<file path="src/multi_channel_pid_controller_defines.svh">
// Assertion macros shared by the PID controller RTL.
`ifndef MULTI_CHANNEL_PID_CONTROLLER_DEFINES_SVH
`define MULTI_CHANNEL_PID_CONTROLLER_DEFINES_SVH

// Check a property on every rising edge while out of reset.
`define MCPID_ASSERT(lbl, clk, rst, prop, msg) \
   lbl: assert property (@(posedge clk) disable iff (rst) (prop)) \
      else $error(msg);

// Check that a condition holds in the cycle after a trigger.
`define MCPID_ASSERT_NEXT(lbl, clk, rst, ante, cons, msg) \
   lbl: assert property (@(posedge clk) disable iff (rst) (ante) |=> (cons)) \
      else $error(msg);

`endif

</file>
<file path="src/mcpid_pkg.sv">
// Types, widths and reset constants shared by the PID controller modules.
package mcpid_pkg;

   localparam int CHANNELS_DEF       = 4;
   localparam int GAIN_FRAC_BITS_DEF = 10;

   localparam int NUM_CFG_CH = 4;
   localparam int CFG_CH_W   = 2;
   localparam int CSR_AW     = 6;
   localparam int CSR_DW     = 64;

   localparam int OUT_W  = 16;
   localparam int ERR_W  = 17;
   localparam int SUM_W  = 32;
   localparam int GAIN_W = 20;
   localparam int OPD_W  = 32;
   localparam int PROD_W = GAIN_W + 1 + OPD_W;
   localparam int ACC_W  = 56;

   localparam logic MODE_POSITIONAL  = 1'b0;
   localparam logic MODE_INCREMENTAL = 1'b1;

   localparam logic REG_KIND_GAINS  = 1'b0;
   localparam logic REG_KIND_LIMITS = 1'b1;

   typedef struct packed {
      logic              mode;
      logic [GAIN_W-1:0] kd;
      logic [GAIN_W-1:0] ki;
      logic [GAIN_W-1:0] kp;
   } gains_type;

   typedef struct packed {
      logic signed [OUT_W-1:0] lo;
      logic signed [OUT_W-1:0] hi;
   } limits_type;

   typedef struct packed {
      gains_type  gains;
      limits_type limits;
   } chan_cfg_type;

   typedef struct packed {
      logic signed [SUM_W-1:0] error_sum;
      logic signed [ERR_W-1:0] error_before_last;
      logic signed [ERR_W-1:0] last_error;
   } hist_type;

   localparam logic [NUM_CFG_CH-1:0][60:0] GAINS_RST = {
      61'd7696581394504,
      61'd135107988821524480,
      61'd1152921505680594944,
      61'd1152921505680594944
   };

   localparam logic [NUM_CFG_CH-1:0][31:0] LIMITS_RST = {
      32'd4288413796,
      32'd3770687296,
      32'd4137683296,
      32'd4137683296
   };

endpackage

</file>
<file path="src/mcpid_csr.sv">
// Configuration register file: per-channel gains, mode and output limits.
module mcpid_csr
   import mcpid_pkg::*;
(
   input  logic              clock,
   input  logic              reset,
   input  logic              csr_psel,
   input  logic              csr_penable,
   input  logic              csr_pwrite,
   input  logic [CSR_AW-1:0] csr_paddr,
   input  logic [CSR_DW-1:0] csr_pwdata,
   output logic [CSR_DW-1:0] csr_prdata,
   output logic              csr_pready,
   output chan_cfg_type      cfg_out [NUM_CFG_CH]
);

   gains_type  gains_ff  [NUM_CFG_CH];
   limits_type limits_ff [NUM_CFG_CH];

   logic [CFG_CH_W-1:0] reg_ch;
   logic                reg_kind;
   logic                wr_en;

   assign reg_ch     = csr_paddr[CSR_AW-1:CSR_AW-CFG_CH_W];
   assign reg_kind   = csr_paddr[CSR_AW-CFG_CH_W-1];
   assign csr_pready = 1'b1;
   assign wr_en      = csr_psel && csr_penable && csr_pwrite && csr_pready;

   always_ff @(posedge clock) begin
      if (reset) begin
         for (int i = 0; i < NUM_CFG_CH; i++) begin
            gains_ff[i]  <= gains_type'(GAINS_RST[i]);
            limits_ff[i] <= limits_type'(LIMITS_RST[i]);
         end
      end else if (wr_en) begin
         case (reg_kind)
            REG_KIND_GAINS:  gains_ff[reg_ch]  <= gains_type'(csr_pwdata[60:0]);
            REG_KIND_LIMITS: limits_ff[reg_ch] <= limits_type'(csr_pwdata[31:0]);
            default: ;
         endcase
      end
   end

   always_comb begin
      case (reg_kind)
         REG_KIND_GAINS:  csr_prdata = CSR_DW'(gains_ff[reg_ch]);
         REG_KIND_LIMITS: csr_prdata = CSR_DW'(limits_ff[reg_ch]);
         default:         csr_prdata = '0;
      endcase
   end

   always_comb begin
      for (int i = 0; i < NUM_CFG_CH; i++) begin
         cfg_out[i].gains  = gains_ff[i];
         cfg_out[i].limits = limits_ff[i];
      end
   end

endmodule

</file>
<file path="config.mk">
export PLATFORM = sky130hd
export DESIGN_NAME = mcpid_csr
export DESIGN_NICKNAME = d
export VERILOG_FILES = /design/src/multi_channel_pid_controller_defines.svh /design/src/mcpid_pkg.sv /design/src/mcpid_csr.sv
export SDC_FILE = /design/constraint.sdc
export NUM_CORES = 1
export LEC_CHECK = 0
export ABC_CLOCK_PERIOD_IN_PS = 17550
export BUFFER_PORTS_ARGS = -buffer_cell sky130_fd_sc_hd__buf_2
export CORE_MARGIN = 2
export CORE_UTILIZATION = 35
export DETAILED_ROUTE_END_ITERATION = 8
export SYNTH_ARGS = -nofsm -noshare
export SYNTH_HDL_FRONTEND = slang
export SYNTH_SLANG_ARGS = --single-unit
</file>
<file path="constraint.sdc">
create_clock -name clock -period 17.55 [get_ports clock]
set_input_delay 1.755 -clock clock [delete_from_list [all_inputs] [get_ports clock]]
set_output_delay 1.755 -clock clock [all_outputs]
set_load 0.05 [all_outputs]
</file>
==> impl_metrics.tcl <==
set metrics [dict create \
    ys_types 23 \
    clk_pin_slew_ns 0.06 \
    grt_pass1_vias 12200 \
    setup_violations 0 \
    numClockSinks 372 \
    die_w_um 223 \
    grt_usage 0.226 \
    register_area_um2 11200 \
    crit_path_end_kind "output pin" \
    ir_drop_mv 0.0755 \
    pin_count 512 \
    dr_total_vias 12000 \
    yosys_warnings 0 \
    final_cells 2192 \
    dp_cells 2126 \
    portBuffers 501 \
    wl_per_cell_um 26.1 \
    h-tree-depth 2 \
    worstPathArrival_ns 4.39 \
    place_hpwl_um 35700 \
    routed_via_density 5.48 \
    yosysTopAreaCell "edfxtp_1" \
    avgSynthCellArea_um2 15.2 \
    period_minus_slack_ns 6.14 \
    synth-seq-cells 372 \
    finalSetupTns_ns 0 \
    post-place-ws_ns 11.31 \
    layout-drive-gt1-share 0.454 \
    layout_common_cells "buf_2, edfxtp_1, nor3_1, mux4_2, inv_1" \
    place_congestion 0.816 \
    ant_nets 0 \
    syn_area_um2 16700 \
    area_growth_pct 25.1 \
    slew_headroom 0.228 \
    drtPass1Iterations 5 \
    power.leakage_uw 0.00763 \
    synth_area_leaders "edfxtp_1, mux4_2, nor3_1" \
    grt.overflow.total 0 \
    synth_top_area_frac 0.669 \
    die_area_um2 49500 \
    powerDensity_nw_per_um2 111 \
    nFillCells 4365 \
    start_kind "input pin" \
    place_area_um2 19700 \
    timing.max_cap.violations 0 \
    hold_viol_final 0 \
    rsz0062_at_grt "false" \
    nets 1628 \
    design_area_um2 20900 \
    row_count 80 \
    post_cts_buffers 0 \
    cts_root_buf "clkbuf_16" \
    outcome "complete, no violations" \
    multi_input_area_um2 4810 \
    fin_crit_sh 0.350 \
    clock_path_buffers 3 \
    fmax_mhz 163 \
    start_util 0.352 \
    cts_resized 0 \
    holdBufCountCts 0 \
    grt_pass1_wl_um 82500 \
    power_uw 2330 \
    die_h_um 223 \
    core_area_um2 47400 \
    criticalPathCategory "in -> out" \
    seq_area_frac_synth 0.669 \
    worst_pin_slew_ns 1.16 \
    maxSlewViolCount 0 \
    crit_fanout 50 \
    drc 0 \
    crit_required_ns 15.79 \
    final_common_cell "buf_2" \
    syn_inst 1097 \
    first_iter_violations 997 \
    numCtsBuffers 40 \
    finalWorstSetupSlack_ns 11.41 \
    hp-class "in -> reg" \
    routed_wl_um 57200 \
    cts_tree "done" \
    grt_max_degree 113 \
    antenna_found_initial 5 \
]
==> state kept, by name (all words and copies together), names as in the netlist <==
name / cells
limits_ff: 128
gains_ff: 244
==> cells by family after synthesis <==
kind of cell           synth area share
buffers and inverters            0.0509
multiplexers                      0.147
flip-flops                        0.669
other                          0.000449
AND/OR/NAND/NOR                   0.130
AO/OA/AOI/OAI                   0.00270
==> final cells by class <==
class                   count  area share
well taps                 615      0.0368
multi-input cells         549       0.230
diodes                      3    0.000359
clock buffers              49      0.0505
flip-flops and latches    372       0.534
inverters                  63      0.0113
repair buffers            527       0.130
clock inverters            14     0.00700
==> path summary, 6_finish.rpt <==
| kind | startpoint | to | slack, ns | depth (start not counted) |
|---|---|---|---|---|
| worst max-delay path | csr_paddr[4] | csr_prdata[31] | 11.41 | 5 |
| worst min-delay path | csr_pwdata[10] | limits_ff[2][10] | 1.48 | 2 |
==> synth_stat cells <==
library cell / number
edfxtp_1: 372
nor3_1: 302
mux4_2: 91
inv_1: 63
clkbuf_1: 49
buf_2: 44
or3_1: 39
nand3_1: 33
mux2_2: 32
and2_1: 29
buf_6: 14
buf_4: 6
o21ai_0: 6
or3b_1: 3
buf_1: 2
conb_1: 2
mux4_1: 2
nand3b_1: 2
o31ai_1: 2
and4b_1: 1
nand2_1: 1
nand4b_1: 1
nor3b_1: 1
==> worst max-delay path, cell delays in order <==
cell	delay, ns
buf_6	0.56
buf_4	0.88
mux4_2	0.63
mux2_2	0.28
buf_2	0.22
==> where the power goes <==
| group | switching [µW] | leakage [µW] | total [µW] | internal, µW |
|---|---|---|---|---|
| logic | 362 | 0.00347 | 464 | 102 |
| registers | 29.4 | 0.00358 | 1060 | 1030 |
| clock network | 340 | 0.000588 | 808 | 468 |
| total | 731 | 0.00763 | 2330 | 1600 |
==> metrics by stage <==
step / utilization / hold slack, ns
finish: 0.441 / 1.48
global route: 0.441 / 1.47
CTS: 0.441 / 1.45
detailed placement: 0.415 / 2.04
global placement: 0.415 / 2.03
floorplan: - / 1.93
==> metal layers <==
metal  up-vias  wire length [µm]  track usage
met5         -                55            0
met4         8              1270       0.0675
met3        81              4440       0.0534
met2       622             27500        0.367
met1      6128             24000        0.302
li1       5169                 -            -
Power figures use the tool's default switching activity.
